$ cat config.mk
export PLATFORM = sky130hd
export DESIGN_NAME = bypass_bin_debinarizer
export DESIGN_NICKNAME = d
export VERILOG_FILES = /design/src/hdl/bbd_pkg.sv /design/src/hdl/bbd_in_reg.sv /design/src/hdl/bbd_core.sv /design/src/hdl/bypass_bin_debinarizer.sv
export VERILOG_INCLUDE_DIRS = /design/src /design/src/hdl
export SDC_FILE = /design/constraint.sdc
export NUM_CORES = 1
export LEC_CHECK = 0
export ABC_AREA = 0
export BUFFER_PORTS_ARGS = -buffer_cell sky130_fd_sc_hd__buf_2
export CELL_PAD_IN_SITES_DETAIL_PLACEMENT = 1
export CELL_PAD_IN_SITES_GLOBAL_PLACEMENT = 2
export CORE_MARGIN = 2
export CORE_UTILIZATION = 40
export DETAILED_ROUTE_END_ITERATION = 8
export GPL_TIMING_DRIVEN = 1
export PLACE_DENSITY = 0.95
export RECOVER_POWER = 50
export SKIP_LAST_GASP = 1
export SLEW_MARGIN = 20
export SYNTH_ARGS = -nofsm -noshare
export SYNTH_HDL_FRONTEND = slang
export SYNTH_SLANG_ARGS = --single-unit
export TNS_END_PERCENT = 10
$ cat constraint.sdc
create_clock -name clk_i -period 18.2 [get_ports clk_i]
set_clock_uncertainty 0.1 [all_clocks]
set_input_delay 3.64 -clock clk_i [delete_from_list [all_inputs] [get_ports clk_i]]
set_output_delay 3.64 -clock clk_i [all_outputs]
set_load 0.1 [all_outputs]
$ cat src/hdl/bypass_bin_debinarizer_assert.svh
// ----------------------------------------------------------------------------
// Assertion macros for the bypass bin debinarizer
// Shorthand for clocked, reset-qualified concurrent assertions.
// ----------------------------------------------------------------------------
`ifndef BYPASS_BIN_DEBINARIZER_ASSERT_SVH
`define BYPASS_BIN_DEBINARIZER_ASSERT_SVH

// The consequent must hold in the same cycle as the antecedent.
`define BBD_ASSERT_SAME(lbl, ante, cons, msg) \
  lbl: assert property (@(posedge clk_i) disable iff (!rst_ni) (ante) |-> (cons)) \
    else $error(msg);

// The consequent must hold in the cycle after the antecedent.
`define BBD_ASSERT_NEXT(lbl, ante, cons, msg) \
  lbl: assert property (@(posedge clk_i) disable iff (!rst_ni) (ante) |=> (cons)) \
    else $error(msg);

`endif

$ cat src/hdl/bbd_pkg.sv
// ----------------------------------------------------------------------------
// Bypass bin debinarizer package
// Shared types and constants for the debinarizer modules.
// ----------------------------------------------------------------------------
package bbd_pkg;

  localparam int unsigned VAL_W          = 34;
  localparam int unsigned PARAM_W        = 6;
  localparam int unsigned BASE_W         = 6;
  localparam int unsigned PARAM_MAX      = 32;
  localparam int unsigned MAX_PREFIX_DEF = 31;
  // Rice prefixes at or above this length switch to the exp-Golomb escape.
  localparam int unsigned RICE_ESC       = 3;

  typedef enum logic [1:0] {
    OP_RICE  = 2'd0,
    OP_EGK   = 2'd1,
    OP_FIXED = 2'd2,
    OP_TU    = 2'd3
  } op_e;

  typedef struct packed {
    op_e                op;
    logic [PARAM_W-1:0] param;
    logic [BASE_W-1:0]  base;
    logic               bin;
  } item_t;

  typedef struct packed {
    logic [VAL_W-1:0] value;
    logic             capped;
  } result_t;

endpackage

$ cat src/hdl/bbd_in_reg.sv
// ----------------------------------------------------------------------------
// Input register stage
// Holds one accepted bin transaction until the decode step consumes it.
// ----------------------------------------------------------------------------
module bbd_in_reg
  import bbd_pkg::*;
(
  input  logic  clk_i,
  input  logic  rst_ni,
  input  logic  valid_i,
  output logic  ready_o,
  input  item_t item_i,
  input  logic  adv_i,
  output logic  valid_o,
  output item_t item_o
);

  logic  vld_q, vld_d;
  item_t item_q;

  assign ready_o = !vld_q || adv_i;
  assign vld_d   = ready_o ? valid_i : vld_q;

  always_ff @(posedge clk_i or negedge rst_ni) begin
    if (!rst_ni) begin
      vld_q <= 1'b0;
    end else begin
      vld_q <= vld_d;
    end
  end

  always_ff @(posedge clk_i) begin
    if (valid_i && ready_o) begin
      item_q <= item_i;
    end
  end

  assign valid_o = vld_q;
  assign item_o  = item_q;

endmodule

$ cat src/hdl/bbd_core.sv
// ----------------------------------------------------------------------------
// Debinarizer decode step
// Element state registers and the combinational update for one bin.
// ----------------------------------------------------------------------------
module bbd_core
  import bbd_pkg::*;
#(
  parameter int unsigned MAX_PREFIX = MAX_PREFIX_DEF
) (
  input  logic    clk_i,
  input  logic    rst_ni,
  input  logic    en_i,
  input  item_t   item_i,
  output logic    res_vld_o,
  output result_t res_o
);

  localparam int unsigned CNT_W = $clog2(MAX_PREFIX + 1);
  localparam int unsigned BL_W  = $clog2(MAX_PREFIX - RICE_ESC + PARAM_MAX + 1);
  localparam int unsigned M_W   = MAX_PREFIX - 2;
  localparam int unsigned SH_W  = M_W + PARAM_MAX;
  localparam int unsigned SUM_W = PARAM_W + 1;

  localparam logic [VAL_W-1:0] VAL_MAX = {VAL_W{1'b1}};

  logic               busy_q, busy_d;
  logic               sfx_q, sfx_d;
  op_e                op_q, op_d;
  logic [PARAM_W-1:0] param_q, param_d;
  logic [CNT_W-1:0]   pc_q, pc_d;
  logic [BL_W-1:0]    bl_q, bl_d;
  logic [VAL_W-1:0]   acc_q, acc_d;
  logic               cap_q, cap_d;

  function automatic logic [VAL_W-1:0] sat_add(input logic [VAL_W-1:0] a,
                                               input logic [VAL_W-1:0] b);
    logic [VAL_W:0] s;
    s = {1'b0, a} + {1'b0, b};
    return s[VAL_W] ? VAL_MAX : s[VAL_W-1:0];
  endfunction

  always_comb begin
    logic               emit;
    logic               early;
    logic               done;
    op_e                e_op;
    logic [PARAM_W-1:0] e_param;
    logic [CNT_W-1:0]   e_pc;
    logic [BL_W-1:0]    e_bl;
    logic [VAL_W-1:0]   e_acc;
    logic               e_sfx;
    logic               e_cap;
    logic [CNT_W-1:0]   pc_inc;
    logic [CNT_W-1:0]   p3;
    logic [BL_W-1:0]    pos;
    logic [M_W-1:0]     mant;
    logic [SH_W-1:0]    shifted;
    logic [SUM_W-1:0]   egk_sh;
    logic [SUM_W-1:0]   egk_n;

    emit    = 1'b0;
    early   = 1'b0;
    done    = 1'b0;
    p3      = '0;
    pos     = '0;
    mant    = '0;
    shifted = '0;

    if (!busy_q) begin
      e_op    = item_i.op;
      e_param = (item_i.param > PARAM_W'(PARAM_MAX)) ? PARAM_W'(PARAM_MAX) : item_i.param;
      e_pc    = '0;
      e_bl    = '0;
      e_acc   = '0;
      e_sfx   = 1'b0;
      e_cap   = 1'b0;
      unique case (item_i.op)
        OP_EGK: begin
          e_acc = VAL_W'(item_i.base);
          if (SUM_W'(e_param) >= SUM_W'(MAX_PREFIX)) begin
            // Order already at the cap: no prefix, straight into the suffix.
            e_cap = 1'b1;
            e_sfx = 1'b1;
            e_bl  = BL_W'(e_param);
          end
        end
        OP_FIXED: begin
          if (e_param == '0) begin
            early = 1'b1;
          end else begin
            e_sfx = 1'b1;
            e_bl  = BL_W'(e_param);
          end
        end
        OP_TU: begin
          early = (e_param == '0);
        end
        OP_RICE: ;
        default: ;
      endcase
    end else begin
      e_op    = op_q;
      e_param = param_q;
      e_pc    = pc_q;
      e_bl    = bl_q;
      e_acc   = acc_q;
      e_sfx   = sfx_q;
      e_cap   = cap_q;
    end

    pc_inc = e_pc + CNT_W'(item_i.bin);
    egk_sh = SUM_W'(e_param) + SUM_W'(e_pc);
    egk_n  = SUM_W'(e_param) + SUM_W'(pc_inc);

    busy_d  = 1'b1;
    op_d    = e_op;
    param_d = e_param;
    pc_d    = e_pc;
    bl_d    = e_bl;
    acc_d   = e_acc;
    sfx_d   = e_sfx;
    cap_d   = e_cap;

    if (early) begin
      emit = 1'b1;
    end else if (e_sfx) begin
      pos  = e_bl - BL_W'(1);
      if (item_i.bin) begin
        // Bits at or above the value width can only push it into saturation.
        acc_d = (pos >= BL_W'(VAL_W)) ? VAL_MAX : sat_add(e_acc, VAL_W'(1) << pos);
      end
      bl_d = pos;
      emit = (pos == '0);
    end else begin
      unique case (e_op)
        OP_RICE: begin
          pc_d = pc_inc;
          if (item_i.bin && (pc_inc >= CNT_W'(MAX_PREFIX))) begin
            cap_d = 1'b1;
            done  = 1'b1;
          end else begin
            done = !item_i.bin;
          end
          if (done) begin
            if (pc_inc < CNT_W'(RICE_ESC)) begin
              acc_d = VAL_W'(pc_inc[1:0]) << e_param;
              bl_d  = BL_W'(e_param);
            end else begin
              p3      = pc_inc - CNT_W'(RICE_ESC);
              mant    = (M_W'(1) << p3) + M_W'(2);
              shifted = SH_W'(mant) << e_param;
              acc_d   = (|shifted[SH_W-1:VAL_W]) ? VAL_MAX : shifted[VAL_W-1:0];
              bl_d    = BL_W'(p3) + BL_W'(e_param);
            end
            emit  = (bl_d == '0);
            sfx_d = 1'b1;
          end
        end
        OP_EGK: begin
          pc_d = pc_inc;
          if (item_i.bin) begin
            acc_d = sat_add(e_acc, VAL_W'(1) << egk_sh);
            if (egk_n >= SUM_W'(MAX_PREFIX)) begin
              cap_d = 1'b1;
              done  = 1'b1;
            end
          end else begin
            done = 1'b1;
          end
          if (done) begin
            bl_d  = BL_W'(egk_n);
            emit  = (egk_n == '0);
            sfx_d = 1'b1;
          end
        end
        OP_TU: begin
          pc_d = pc_inc;
          if (item_i.bin && (SUM_W'(pc_inc) < SUM_W'(e_param))) begin
            if (pc_inc >= CNT_W'(MAX_PREFIX)) begin
              cap_d = 1'b1;
              emit  = 1'b1;
            end
          end else begin
            emit = 1'b1;
          end
          acc_d = VAL_W'(pc_inc);
        end
        default: begin
          emit = 1'b1;
        end
      endcase
    end

    res_vld_o    = emit;
    res_o.value  = early ? '0 : acc_d;
    res_o.capped = early ? 1'b0 : cap_d;

    if (emit) begin
      busy_d = 1'b0;
      sfx_d  = 1'b0;
      pc_d   = '0;
      bl_d   = '0;
      acc_d  = '0;
      cap_d  = 1'b0;
    end
  end

  always_ff @(posedge clk_i or negedge rst_ni) begin
    if (!rst_ni) begin
      busy_q  <= 1'b0;
      sfx_q   <= 1'b0;
      op_q    <= OP_RICE;
      param_q <= '0;
      pc_q    <= '0;
      bl_q    <= '0;
      acc_q   <= '0;
      cap_q   <= 1'b0;
    end else if (en_i) begin
      busy_q  <= busy_d;
      sfx_q   <= sfx_d;
      op_q    <= op_d;
      param_q <= param_d;
      pc_q    <= pc_d;
      bl_q    <= bl_d;
      acc_q   <= acc_d;
      cap_q   <= cap_d;
    end
  end

endmodule

$ cat src/hdl/bypass_bin_debinarizer.sv
// ----------------------------------------------------------------------------
// Bypass bin debinarizer
// Rebuilds Rice/exp-Golomb, exp-Golomb k, fixed-length and truncated unary
// syntax element values from a stream of bypass bins.
// ----------------------------------------------------------------------------
// One bin transaction is accepted every cycle while the output side keeps up.
// When a finished value is held at the output, one more transaction fills the
// input register and the input then stalls until the value is taken. Each bin
// passes an input register, a combinational decode against the element
// state and an output register; a value is loaded into the output register
// when the transaction with the element's last bin leaves the input register.
// The rate is set by the element state update, which is combinational.
// Operation, parameter and base are taken from the first bin of an element
// and ignored on its later bins; prefix_capped marks a unary prefix that
// reached MAX_PREFIX ones; for exp-Golomb k, order plus prefix ones.
`include "bypass_bin_debinarizer_assert.svh"

module bypass_bin_debinarizer
  import bbd_pkg::*;
#(
  parameter int unsigned MAX_PREFIX = MAX_PREFIX_DEF
) (
  input  logic        clk_i,
  input  logic        rst_ni,
  input  logic        s_axis_tvalid,
  output logic        s_axis_tready,
  // [5:0] param, [11:6] base, [12] bin, [15:13] zero
  input  logic [15:0] s_axis_tdata,
  // [1:0] operation
  input  logic [1:0]  s_axis_tuser,
  output logic        m_axis_tvalid,
  input  logic        m_axis_tready,
  // [33:0] value, [39:34] zero
  output logic [39:0] m_axis_tdata,
  // [0] prefix_capped
  output logic        m_axis_tuser
);

  item_t   in_item;
  item_t   cur_item;
  logic    in_vld;
  logic    advance;
  logic    res_vld;
  result_t res;
  logic    out_vld_q, out_vld_d;
  result_t out_q;

  assign in_item.op    = op_e'(s_axis_tuser);
  assign in_item.param = s_axis_tdata[5:0];
  assign in_item.base  = s_axis_tdata[11:6];
  assign in_item.bin   = s_axis_tdata[12];

  bbd_in_reg u_in_reg (
    .clk_i   (clk_i),
    .rst_ni  (rst_ni),
    .valid_i (s_axis_tvalid),
    .ready_o (s_axis_tready),
    .item_i  (in_item),
    .adv_i   (advance),
    .valid_o (in_vld),
    .item_o  (cur_item)
  );

  // The held bin moves on whenever the output register can take a value.
  assign advance = in_vld && (!out_vld_q || m_axis_tready);

  bbd_core #(
    .MAX_PREFIX (MAX_PREFIX)
  ) u_core (
    .clk_i     (clk_i),
    .rst_ni    (rst_ni),
    .en_i      (advance),
    .item_i    (cur_item),
    .res_vld_o (res_vld),
    .res_o     (res)
  );

  assign out_vld_d = (out_vld_q && !m_axis_tready) || (advance && res_vld);

  always_ff @(posedge clk_i or negedge rst_ni) begin
    if (!rst_ni) begin
      out_vld_q <= 1'b0;
    end else begin
      out_vld_q <= out_vld_d;
    end
  end

  always_ff @(posedge clk_i) begin
    if (advance && res_vld) begin
      out_q <= res;
    end
  end

  assign m_axis_tvalid = out_vld_q;
  assign m_axis_tdata  = {{(40 - VAL_W){1'b0}}, out_q.value};
  assign m_axis_tuser  = out_q.capped;

  `BBD_ASSERT_SAME(a_in_empty_ready, !in_vld, s_axis_tready, "empty input stage not ready")
  `BBD_ASSERT_NEXT(a_res_loaded, advance && res_vld, m_axis_tvalid, "decoded value lost")
  `BBD_ASSERT_NEXT(a_bin_held, in_vld && !advance, in_vld, "stalled bin dropped")

endmodule
# Word level (Yosys, flattened, before mapping)
# Cells that the tools add are included.
[classes]
n_addsub = 9
n_mul = 0
div_mod_pow = 0
order_cmp = 7
eq_ne = 5
n_shift = 5
n_mux = 78
n_bitwise = 0
n_reduce_logical = 20
[ops]
columns = ["operator", "count"]
rows = [
  ["$mux 34", 12],
  ["$pmux 34 s3", 1],
  ["$mux 6", 16],
  ["$add 34x34->35", 2],
  ["$shl 29x6->61", 1],
  ["$mux 1", 36],
  ["$shl 1x6->34 const A", 1],
  ["$shl 1x7->34 const A", 1],
  ["$shl 2x6->34", 1],
  ["$add 29x3->29 const B", 1],
  ["$shl 1x5->29 const A", 1],
  ["$reduce_or 27->1", 1],
  ["$mux 5", 5],
  ["$pmux 6 s2", 2],
  ["$logic_not 6->1", 3],
  ["$add 6x5->7", 2],
  ["$ge 7x5->1 const B", 1],
  ["$logic_not 7->1", 1],
  ["$add 5x6->6", 1],
  ["$eq 2x2->1 const B", 3],
  ["$ge 6x5->1 const B", 1],
  ["$ge 6x6->1 const B", 1],
  ["$gt 6x6->1 const B", 1],
  ["$logic_and 1x1->1", 6],
  ["other kinds (14)", 23],
]
[totals]
regBits = 108
latchBits = 0
ramBits = 0
mem_bits_ro = 0
input_bits = 22
n_memories = 0

# Logic depth before layout (Yosys ltp)
# Gate-level depths: netlist of the first run.
[depth]
depth_word = 19
ltp_mapped = 34
ltp_nobuf = 29

# By module
# From an unflattened synthesis of the first run, not the netlist that was laid out.
[unflattened]
hier_cells = 2137
hier_area_um2 = 15434.8
[modules_own_cells]
columns = ["module", "instances", "cells_each", "area_per_inst_um2", "seq_area_each_um2"]
rows = [
  ["bbd_core", 1, 2070, 13761.9, 1401.3],
  ["bypass_bin_debinarizer", 1, 48, 1168.6, 1076.0],
  ["bbd_in_reg", 1, 19, 504.2, 475.5],
]

# Least setup slack after synthesis of the first run
# No wires, ideal clock.
[synth_timing]
kind = "in2out"
from = "in m_axis_tready"
to = "out s_axis_tready"
arrival_ns = 4.462
required_time_ns = 14.460
setup_slack_ns = 9.998
stages = 1
cell_sequence = "nand3b_1"
[synth_via]
elab_chain_len = 3
[synth_rtl]
columns = ["element", "line_no", "text"]
rows = [
  ["from (decl)", "bypass_bin_debinarizer.sv:32", "input logic m_axis_tready,"],
  ["$logic_or 1x1->1", "bypass_bin_debinarizer.sv:65", "assign advance = in_vld && (!out_vld_q || m_axis_tready);"],
  ["$logic_and 1x1->1", "bypass_bin_debinarizer.sv:65", ""],
  ["$logic_or 1x1->1", "bbd_in_reg.sv:21", "assign ready_o = !vld_q || adv_i;"],
  ["to (decl)", "bypass_bin_debinarizer.sv:26", "output logic s_axis_tready,"],
]
# Every way passes these cells.

# Worst setup path after layout of the first run
[layout_timing]
from = "reg u_core.busy_q"
to = "reg out_q, in the netlist m_axis_tdata[33], data pin"
[layout_via]
elab_chain_len = 13
elab_cells_between_ends = 42
classes_between = "add/sub: 7; order compare: 3; eq/ne: 2; shift: 5; mux: 22; reduce/logical: 3"
[layout_rtl]
columns = ["element", "line_no", "text"]
rows = [
  ["from (decl)", "bbd_core.sv:26", "logic busy_q, busy_d;"],
  ["from (signal assigned)", "bbd_core.sv:219", "busy_q <= busy_d;"],
  ["$mux 5", "bbd_core.sv:69", "if (!busy_q) begin"],
  ["$add 5x1->5", "bbd_core.sv:111", "pc_inc = e_pc + CNT_W'(item_i.bin);"],
  ["$sub 5x2->5", "bbd_core.sv:149", "p3 = pc_inc - CNT_W'(RICE_ESC);"],
  ["$shl 1x5->29", "bbd_core.sv:150", "mant = (M_W'(1) << p3) + M_W'(2);"],
  ["$add 29x3->29", "bbd_core.sv:150", ""],
  ["$shl 29x6->61", "bbd_core.sv:151", "shifted = SH_W'(mant) << e_param;"],
  ["$reduce_or 27->1", "bbd_core.sv:152", "acc_d = (|shifted[SH_W-1:VAL_W]) ? VAL_MAX : shifted[VAL_W-1:0];"],
  ["$mux 34", "bbd_core.sv:152", ""],
  ["$mux 34", "bbd_core.sv:145", "if (pc_inc < CNT_W'(RICE_ESC)) begin"],
  ["$mux 34", "bbd_core.sv:144", "if (done) begin"],
  ["$pmux 34 s3", "bbd_core.sv:135", "unique case (e_op)"],
  ["$mux 34", "bbd_core.sv:126", "end else if (e_sfx) begin"],
  ["$mux 34", "bbd_core.sv:124", "if (early) begin"],
  ["to (signal assigned)", "bypass_bin_debinarizer.sv:90", "out_q <= res;"],
  ["to (decl)", "bypass_bin_debinarizer.sv:46", "result_t out_q;"],
]
# Several ways; a longest one is shown, not always the timed one. The select of a mux whose other input is x is not followed.
# A chain may end at the register's enable or synchronous reset.

==> run_summary.xml, run 1 <==
<?xml version="1.0" encoding="UTF-8"?>
<metrics>
  <group name="setup_path">
    <metric name="type_of_the_worst_setup_path" unit="">flip-flop to flip-flop</metric>
    <metric name="worst-r2r-setup-slack" unit="ns">8.44</metric>
    <metric name="critPathLaunchType" unit="">flip-flop</metric>
    <metric name="critical_path.cell_chain" unit="">and2_1 &gt; ha_1 &gt; ha_1 &gt; and3_4 &gt; mux2i_4 &gt; inv_2 &gt; nor3_2 &gt; nor2_1 &gt; nor2_1 &gt; ha_1 &gt; a2111oi_0 &gt; a311oi_2 &gt; o32ai_1 &gt; o21ai_0 &gt; o31ai_1 &gt; a211oi_1 &gt; a41oi_2 &gt; nor2_4 &gt; a31oi_1 &gt; a2111oi_0 &gt; nor3_1</metric>
    <metric name="r2r.worst_path.cells" unit="">21</metric>
    <metric name="critPathBufInv" unit="">1</metric>
    <metric name="critical-path-slowest-cell" unit="">sky130_fd_sc_hd__a2111oi_0</metric>
    <metric name="reg_to_reg_end" unit="">m_axis_tdata[33]</metric>
    <metric name="critical-path-top-cell-by-count" unit="">sky130_fd_sc_hd__ha_1</metric>
    <metric name="cp_data_arrival_time" unit="ns">9.77</metric>
    <metric name="worst_path_dominant_cell_family" unit="">compound AO/OA/AOI/OAI gates</metric>
    <metric name="critical-path-max-stage-delay" unit="ns">0.99</metric>
    <metric name="worstSetupEndpointType" unit="">flip-flop</metric>
    <metric name="cp_max_fo" unit="">37</metric>
    <metric name="required_time_of_the_critical_path" unit="ns">18.20</metric>
    <metric name="reg2reg_from" unit="">u_core.busy_q</metric>
  </group>
  <group name="sta">
    <metric name="max_slew.worst_pin.slew" unit="ns">4.06</metric>
    <metric name="post-route-period-util" unit="">0.536</metric>
    <metric name="setup_ws" unit="ns">8.44</metric>
    <metric name="report.final.slew_viol_count" unit="">59</metric>
    <metric name="report.final.setup_viol" unit="">0</metric>
    <metric name="rsz0062_at_grt" unit="">false</metric>
    <metric name="final.min_clock_period" unit="ns">9.76</metric>
    <metric name="worst_hold_slack" unit="ns">0.393</metric>
    <metric name="finalSetupTns" unit="ns">0</metric>
    <metric name="maximum_achievable_frequency" unit="MHz">102</metric>
    <metric name="slew-limit-headroom" unit="">-1.71</metric>
    <metric name="final_hold_viols" unit="">0</metric>
  </group>
  <group name="power">
    <metric name="max-vdd-ir-drop" unit="mV">0.0754</metric>
    <metric name="cellLeakagePower" unit="nW">6.61</metric>
    <metric name="p_per_area" unit="nW/um2">200</metric>
  </group>
  <group name="logic_synthesis">
    <metric name="ys.flop_type" unit="">sky130_fd_sc_hd__dfrtp_1</metric>
    <metric name="post_synth_num_cell_types" unit="">99</metric>
    <metric name="synth-async-reset-ratio" unit="">0.537</metric>
    <metric name="ys_ff_latch" unit="">108</metric>
    <metric name="synth.avg_cell_area" unit="um2">7.24</metric>
    <metric name="synth_enable_flop_cells" unit="">50</metric>
    <metric name="synthesized_area" unit="um2">15000</metric>
    <metric name="post_synthesis_cells" unit="">2070</metric>
    <metric name="yosysWarnings" unit="">0</metric>
    <metric name="yosysSeqAreaShare" unit="">0.197</metric>
  </group>
  <group name="placed_design">
    <metric name="port_buffers" unit="">55</metric>
    <metric name="dpl.hpwl" unit="mm">52.6</metric>
    <metric name="place.detailed.instances" unit="">2514</metric>
    <metric name="place_congestion" unit="">0.987</metric>
    <metric name="preCtsSetupSlack" unit="ns">8.92</metric>
  </group>
  <group name="route">
    <metric name="ant_nets" unit="">0</metric>
    <metric name="drc_violations_left" unit="">0</metric>
    <metric name="dr_total_vias" unit="">17600</metric>
    <metric name="drtIter0Drc" unit="">1727</metric>
    <metric name="route.detailed.vias_per_inst" unit="">6.94</metric>
    <metric name="route.detailed.wl_per_inst" unit="um">27.8</metric>
    <metric name="wl" unit="mm">70.3</metric>
    <metric name="drt_first_pass_iters" unit="">5</metric>
  </group>
  <group name="cts">
    <metric name="worst_skew_pair.late_latency" unit="ns">0.39</metric>
    <metric name="cts.root.buffer_cell" unit="">sky130_fd_sc_hd__clkbuf_16</metric>
    <metric name="cts_setup_buffers" unit="">0</metric>
    <metric name="cts_tree" unit="">yes</metric>
    <metric name="cts_hold_buf" unit="">0</metric>
    <metric name="clock_tree.buffer_depth" unit="">2</metric>
    <metric name="post_cts.resized_instances" unit="">0</metric>
    <metric name="clk_pin_slew" unit="ns">0.09</metric>
    <metric name="clock-sinks" unit="">108</metric>
    <metric name="cts_buffer_count" unit="">9</metric>
    <metric name="cts_max_level" unit="">3</metric>
  </group>
  <group name="cells_and_area">
    <metric name="layout_common_cells" unit="">sky130_fd_sc_hd__nor2_1 (246), sky130_fd_sc_hd__nand2_1 (232), sky130_fd_sc_hd__a21oi_1 (187), sky130_fd_sc_hd__o21ai_0 (169), sky130_fd_sc_hd__ha_1 (105)</metric>
    <metric name="layout-drive-gt1-share" unit="">0.0737</metric>
    <metric name="area_delta_synth_final" unit="%">6.79</metric>
    <metric name="design.final.nets" unit="">2189</metric>
    <metric name="final_cell_count_no_fill" unit="">2530</metric>
    <metric name="layout.cells.most_common" unit="">sky130_fd_sc_hd__nor2_1</metric>
    <metric name="antenna-diode-count" unit="">0</metric>
  </group>
  <group name="floorplanning">
    <metric name="die_width" unit="um">198</metric>
    <metric name="initial_core_util" unit="">0.407</metric>
    <metric name="die_area" unit="um2">39000</metric>
    <metric name="design.core.area" unit="um2">36800</metric>
    <metric name="fp-row-count" unit="">70</metric>
    <metric name="number_of_primary_i_o_pins" unit="">65</metric>
    <metric name="die_h" unit="um">198</metric>
  </group>
  <group name="job">
    <metric name="count_of_max_cap_constraint_violations" unit="">1</metric>
  </group>
  <group name="worst_hold_path">
    <metric name="hold_path_startpoint" unit="">u_core.sfx_q</metric>
    <metric name="min_path_cells" unit="">2</metric>
    <metric name="hold_class" unit="">flip-flop to flip-flop</metric>
    <metric name="hold-path-endpoint" unit="">u_core.sfx_q</metric>
  </group>
  <group name="grt">
    <metric name="gr-total-overflow" unit="">0</metric>
    <metric name="largest_net_degree_at_the_start_of_global_routing" unit="">66</metric>
    <metric name="track_usage" unit="">0.355</metric>
    <metric name="grt_antenna_before_repair" unit="">2</metric>
    <metric name="first_global_vias" unit="">17500</metric>
    <metric name="grt_first_pass_wirelength" unit="mm">106</metric>
  </group>
  <group name="outcome">
    <metric name="failed_checks" unit="">max-capacitance violations, max-slew violations</metric>
    <metric name="status" unit="">finished with violations</metric>
  </group>
</metrics>
## power by group
group	switching, W	leakage [nW]	internal [W]
registers	0.0000553	1.24	0.000377
clock network	0.000119	0.164	0.000114
logic	0.00185	5.21	0.000678
## how the worst max path moves through the flow
stage,start,endpoint,cells past startpoint
floorplan,m_axis_tready,s_axis_tready,1
global placement,u_core.busy_q,m_axis_tdata[33],21
detailed placement,u_core.busy_q,m_axis_tdata[33],21
CTS,u_core.busy_q,m_axis_tdata[33],21
global route,u_core.busy_q,m_axis_tdata[33],21
finish,u_core.busy_q,m_axis_tdata[33],21
## logic make-up (layout without fill, tap and decap cells)
| family | after synthesis | in the layout | synth area share |
|---|---|---|---|
| compound gates | 810 | 810 | 0.362 |
| xor+xnor | 77 | 77 | 0.0455 |
| fa+ha+maj | 110 | 110 | 0.0944 |
| buf+inv | 171 | 158 | 0.0468 |
| flops | 108 | 108 | 0.197 |
| mux | 12 | 12 | 0.0109 |
| other cells | 1 | 6 | 0.000250 |
| simple gates | 781 | 781 | 0.243 |
## through the flow
stage                     cell area [um2]  total power (W)   util
after floorplan                     15000          0.00213      -
after global placement              15700          0.00281  0.426
after detailed placement            15700          0.00287  0.426
after CTS                           16000          0.00312  0.436
after global routing                16000          0.00334  0.435
final                               16000          0.00319  0.435
## cell type report
cell class | instances | area [um2]
Inverter | 46 | 173
Multi-Input combinational cell | 1796 | 11400
Clock buffer | 9 | 225
Tap cell | 468 | 586
Clock inverter | 7 | 115
Sequential cell | 108 | 2950
Timing Repair Buffer | 96 | 543
Fill cell | 4725 | 20800
## tightest hold or removal path, delay by kind of cell, from the launching register on
kind             cells  cell delay, ns
flip-flops           1            0.35
AO/OA/AOI/OAI        1            0.06
AND/OR/NAND/NOR      1            0.05
## flip-flops by register name, indices dropped and copies added (netlist names), 2 cells and up
| name | flops |
|---|---|
| m_axis_tdata | 34 |
| u_core.acc_q | 34 |
| u_core.bl_q | 6 |
| u_core.op_q | 2 |
| u_core.param_q | 6 |
| u_core.pc_q | 5 |
| u_in_reg.item_o | 15 |
## synth_stat cells, types with 10 or more instances
master                      count  area [um2]
sky130_fd_sc_hd__a2111oi_0     10        87.6
sky130_fd_sc_hd__nand2_1      232         871
sky130_fd_sc_hd__or3_1         15        93.8
sky130_fd_sc_hd__and2_1        51         319
sky130_fd_sc_hd__a21o_1        46         345
sky130_fd_sc_hd__buf_2         13        65.1
sky130_fd_sc_hd__o21ai_0      169         846
sky130_fd_sc_hd__nand3_1       58         290
sky130_fd_sc_hd__a22o_1        20         175
sky130_fd_sc_hd__o21ai_1       10        50.1
sky130_fd_sc_hd__xor2_1        23         201
sky130_fd_sc_hd__o22ai_1       24         150
sky130_fd_sc_hd__and3_1        16         100
sky130_fd_sc_hd__a31oi_1       35         219
sky130_fd_sc_hd__nand4_1       13        81.3
sky130_fd_sc_hd__or2_2         13        81.3
sky130_fd_sc_hd__o211ai_1      31         233
sky130_fd_sc_hd__nor2b_1       13        81.3
sky130_fd_sc_hd__a211o_1       14         123
sky130_fd_sc_hd__nand2b_1      19         119
sky130_fd_sc_hd__o31ai_1       24         180
sky130_fd_sc_hd__a211oi_1      37         278
sky130_fd_sc_hd__o21bai_1      13        97.6
sky130_fd_sc_hd__dfrtp_1       58        1450
sky130_fd_sc_hd__o32ai_1       10        87.6
sky130_fd_sc_hd__nor3_1        54         270
sky130_fd_sc_hd__o221ai_1      26         228
sky130_fd_sc_hd__xnor2_1       53         464
sky130_fd_sc_hd__clkbuf_1      86         323
sky130_fd_sc_hd__inv_1         41         154
sky130_fd_sc_hd__o21a_1        25         188
sky130_fd_sc_hd__a22oi_1       15         113
sky130_fd_sc_hd__buf_1         16        60.1
sky130_fd_sc_hd__ha_1         105        1310
sky130_fd_sc_hd__a21oi_1      189         946
sky130_fd_sc_hd__edfxtp_1      50        1500
sky130_fd_sc_hd__nor2_1       247         927
## layer usage
metal  routed length [um]  GRT usage  vias to the layer above
met5                   20          0                        -
li1                     -          -                     7757
met2                32000      0.581                      878
met1                28800      0.455                     8678
met4                 4240      0.195                        4
met3                 5310     0.0427                      243
(Power assumes the default switching activity.)
==> run 2, diff against run 1 <==
CORE_UTILIZATION = 38   (was 40)
PLACE_DENSITY = 0.93   (was 0.95)
clock period = 9.3 ns   (was 18.2 ns; I/O delays follow)
==> run 2 against run 1 <==
The run still ends with max-capacitance violations, max-slew violations left; count of clock-buffer cells in the layout did not move; first-iteration DRC count rose by 10%; sequential cell count did not move; clock power rose by 73%; core utilization fell by 2.0 points; cell count rose by 2.5%; total power rose by 96%; via count fell by 0.64%; final area rose by 0.46%; maximum frequency rose by 18%; sequential share of layout area fell by 0.085 points; largest power group unchanged.
==> run_summary.xml, run 2 (synthesis gave the netlist of run 1 again) <==
<?xml version="1.0" encoding="UTF-8"?>
<metrics>
  <group name="outcome">
    <metric name="status" unit="">finished with violations</metric>
    <metric name="failed_checks" unit="">max-capacitance violations, max-slew violations</metric>
  </group>
  <group name="setup_path">
    <metric name="worstSetupEndpointType" unit="">flip-flop</metric>
    <metric name="critical-path-max-stage-delay" unit="ns">0.56</metric>
    <metric name="critical-path-slowest-cell" unit="">sky130_fd_sc_hd__nand2b_1</metric>
    <metric name="critPathLaunchType" unit="">flip-flop</metric>
    <metric name="cp_data_arrival_time" unit="ns">8.35</metric>
    <metric name="worst_path_dominant_cell_family" unit="">compound AO/OA/AOI/OAI gates</metric>
    <metric name="critPathBufInv" unit="">1</metric>
    <metric name="critical-path-top-cell-by-count" unit="">sky130_fd_sc_hd__nor2_1</metric>
    <metric name="required_time_of_the_critical_path" unit="ns">9.34</metric>
    <metric name="cp_max_fo" unit="">11</metric>
    <metric name="type_of_the_worst_setup_path" unit="">flip-flop to flip-flop</metric>
  </group>
  <group name="grt">
    <metric name="track_usage" unit="">0.340</metric>
    <metric name="grt_antenna_before_repair" unit="">1</metric>
    <metric name="top_usage_layer" unit="">met2</metric>
    <metric name="gr-total-overflow" unit="">0</metric>
    <metric name="use_met1" unit="">0.443</metric>
    <metric name="grt_first_pass_wirelength" unit="mm">107</metric>
    <metric name="grtUsageMet2" unit="">0.547</metric>
    <metric name="first_global_vias" unit="">17100</metric>
    <metric name="met3_usage" unit="">0.0457</metric>
    <metric name="largest_net_degree_at_the_start_of_global_routing" unit="">68</metric>
  </group>
  <group name="power">
    <metric name="power.share.switching" unit="">0.637</metric>
    <metric name="power.total" unit="W">0.00625</metric>
    <metric name="p_switching" unit="W">0.00398</metric>
    <metric name="cellLeakagePower" unit="nW">6.63</metric>
    <metric name="p_per_area" unit="nW/um2">389</metric>
    <metric name="share_clk_of_total_power" unit="">0.065</metric>
    <metric name="power_report.internal_total" unit="W">0.00227</metric>
    <metric name="combPwrFrac" unit="">0.800</metric>
    <metric name="max-vdd-ir-drop" unit="mV">0.130</metric>
    <metric name="power.share.sequential" unit="">0.135</metric>
  </group>
  <group name="route">
    <metric name="drt_first_pass_iters" unit="">5</metric>
    <metric name="route.detailed.wl_per_inst" unit="um">27.1</metric>
    <metric name="drtIter0Drc" unit="">1902</metric>
    <metric name="drc_violations_left" unit="">0</metric>
    <metric name="dr_total_vias" unit="">17400</metric>
    <metric name="ant_nets" unit="">0</metric>
    <metric name="wl" unit="mm">70.4</metric>
    <metric name="route.detailed.vias_per_inst" unit="">6.73</metric>
  </group>
  <group name="placed_design">
    <metric name="place_congestion" unit="">0.982</metric>
    <metric name="port_buffers" unit="">55</metric>
    <metric name="dpl.hpwl" unit="mm">53.9</metric>
  </group>
  <group name="cts">
    <metric name="clk_pin_slew" unit="ns">0.08</metric>
    <metric name="post_cts.resized_instances" unit="">0</metric>
    <metric name="worst_skew_pair.late_latency" unit="ns">0.41</metric>
    <metric name="cts_setup_buffers" unit="">0</metric>
    <metric name="clock_tree.buffer_depth" unit="">2</metric>
    <metric name="cts.root.buffer_cell" unit="">sky130_fd_sc_hd__clkbuf_16</metric>
    <metric name="cts_hold_buf" unit="">0</metric>
    <metric name="cts_tree" unit="">yes</metric>
    <metric name="cts_max_level" unit="">3</metric>
    <metric name="clock-sinks" unit="">108</metric>
    <metric name="cts_buffer_count" unit="">9</metric>
  </group>
  <group name="worst_hold_path">
    <metric name="hold_class" unit="">flip-flop to flip-flop</metric>
  </group>
  <group name="sta">
    <metric name="rsz0062_at_grt" unit="">false</metric>
    <metric name="final.min_clock_period" unit="ns">8.30</metric>
    <metric name="post-route-period-util" unit="">0.893</metric>
    <metric name="report.final.setup_viol" unit="">0</metric>
    <metric name="slew-limit-headroom" unit="">-1.62</metric>
    <metric name="maximum_achievable_frequency" unit="MHz">120</metric>
    <metric name="max_slew.worst_pin.slew" unit="ns">3.93</metric>
    <metric name="final_hold_viols" unit="">0</metric>
    <metric name="finalSetupTns" unit="ns">0</metric>
    <metric name="report.final.slew_viol_count" unit="">112</metric>
  </group>
  <group name="floorplanning">
    <metric name="die_width" unit="um">203</metric>
    <metric name="initial_core_util" unit="">0.387</metric>
    <metric name="design.core.area" unit="um2">38700</metric>
    <metric name="die_area" unit="um2">41000</metric>
    <metric name="number_of_primary_i_o_pins" unit="">65</metric>
    <metric name="fp-row-count" unit="">72</metric>
    <metric name="die_h" unit="um">203</metric>
  </group>
  <group name="cells_and_area">
    <metric name="nFillCells" unit="">4947</metric>
    <metric name="design.final.nets" unit="">2201</metric>
    <metric name="layout_common_cells" unit="">sky130_fd_sc_hd__nor2_1 (247), sky130_fd_sc_hd__nand2_1 (232), sky130_fd_sc_hd__a21oi_1 (187), sky130_fd_sc_hd__o21ai_0 (169), sky130_fd_sc_hd__ha_1 (105)</metric>
    <metric name="layout-drive-gt1-share" unit="">0.0757</metric>
    <metric name="area_delta_synth_final" unit="%">7.28</metric>
    <metric name="layout.cells.most_common" unit="">sky130_fd_sc_hd__nor2_1</metric>
  </group>
  <group name="job">
    <metric name="count_of_max_cap_constraint_violations" unit="">2</metric>
  </group>
</metrics>
-- run 2: path summary, 6_finish.rpt --
path | from | end | slack (ns) | cells after the start
max | u_in_reg.item_o[14] | m_axis_tdata[6] | 1.0 | 28
max in group asynchronous | rst_ni | u_core.busy_q | 3.80 | 2
min reg2reg | u_core.acc_q[33] | u_core.acc_q[33] | 0.38 | 2
min | u_core.acc_q[33] | u_core.acc_q[33] | 0.38 | 2
max reg2reg | u_in_reg.item_o[14] | m_axis_tdata[6] | 1.0 | 28
min in group asynchronous | rst_ni | u_core.param_q[4] | 2.81 | 2
-- run 2: through the flow --
stage                      util  area (um2)  std cells  hold slack, ns  worst slack (ns)
after detailed placement  0.409       15800       2576           0.363              1.20
after CTS                 0.416       16100       2592           0.381              1.16
after global routing      0.415       16100       2592           0.417             0.587
final                     0.415       16100       2593           0.380             0.996
after floorplan               -       15000       2075           0.341              1.82
after global placement    0.409       15800       2576           0.352              1.37
-- run 2: final cells by class --
cell class / count / area (um2) / share of cell area
diodes: 1 / 2.50 / 0.000156
clock buffers: 9 / 225 / 0.0140
clock inverters: 7 / 56.3 / 0.00350
inverters: 46 / 173 / 0.0107
multi-input cells: 1796 / 11400 / 0.709
flip-flops and latches: 108 / 2950 / 0.184
well taps: 518 / 648 / 0.0403
repair buffers: 108 / 626 / 0.0389
-- run 2: power groups by stage --
stage               clock network [W]  logic (W)  registers [W]
finish                       0.000404    0.00500       0.000844
global route                 0.000428    0.00527       0.000862
CTS                          0.000410    0.00487       0.000839
detailed placement                  0    0.00484       0.000848
global placement                    0    0.00475       0.000837
floorplan                           0    0.00284        0.00132
-- run 2: worst reg2reg max path: cells and delay by family (launching register included) --
kind	cells	cell delay [ns]
flip-flops	1	0.45
AND/OR/NAND/NOR	11	1.86
AO/OA/AOI/OAI	11	3.67
adder cells (fa/ha/maj)	4	1.50
buffers and inverters	1	0.13
multiplexers	1	0.35
-- run 2: metal layers --
| layer | up-vias | part of all wire |
|---|---|---|
| met4 | 2 | 0.055 |
| met1 | 8637 | 0.42 |
| met3 | 193 | 0.066 |
| met5 | - | 0.00018 |
| met2 | 820 | 0.45 |
| li1 | 7795 | - |
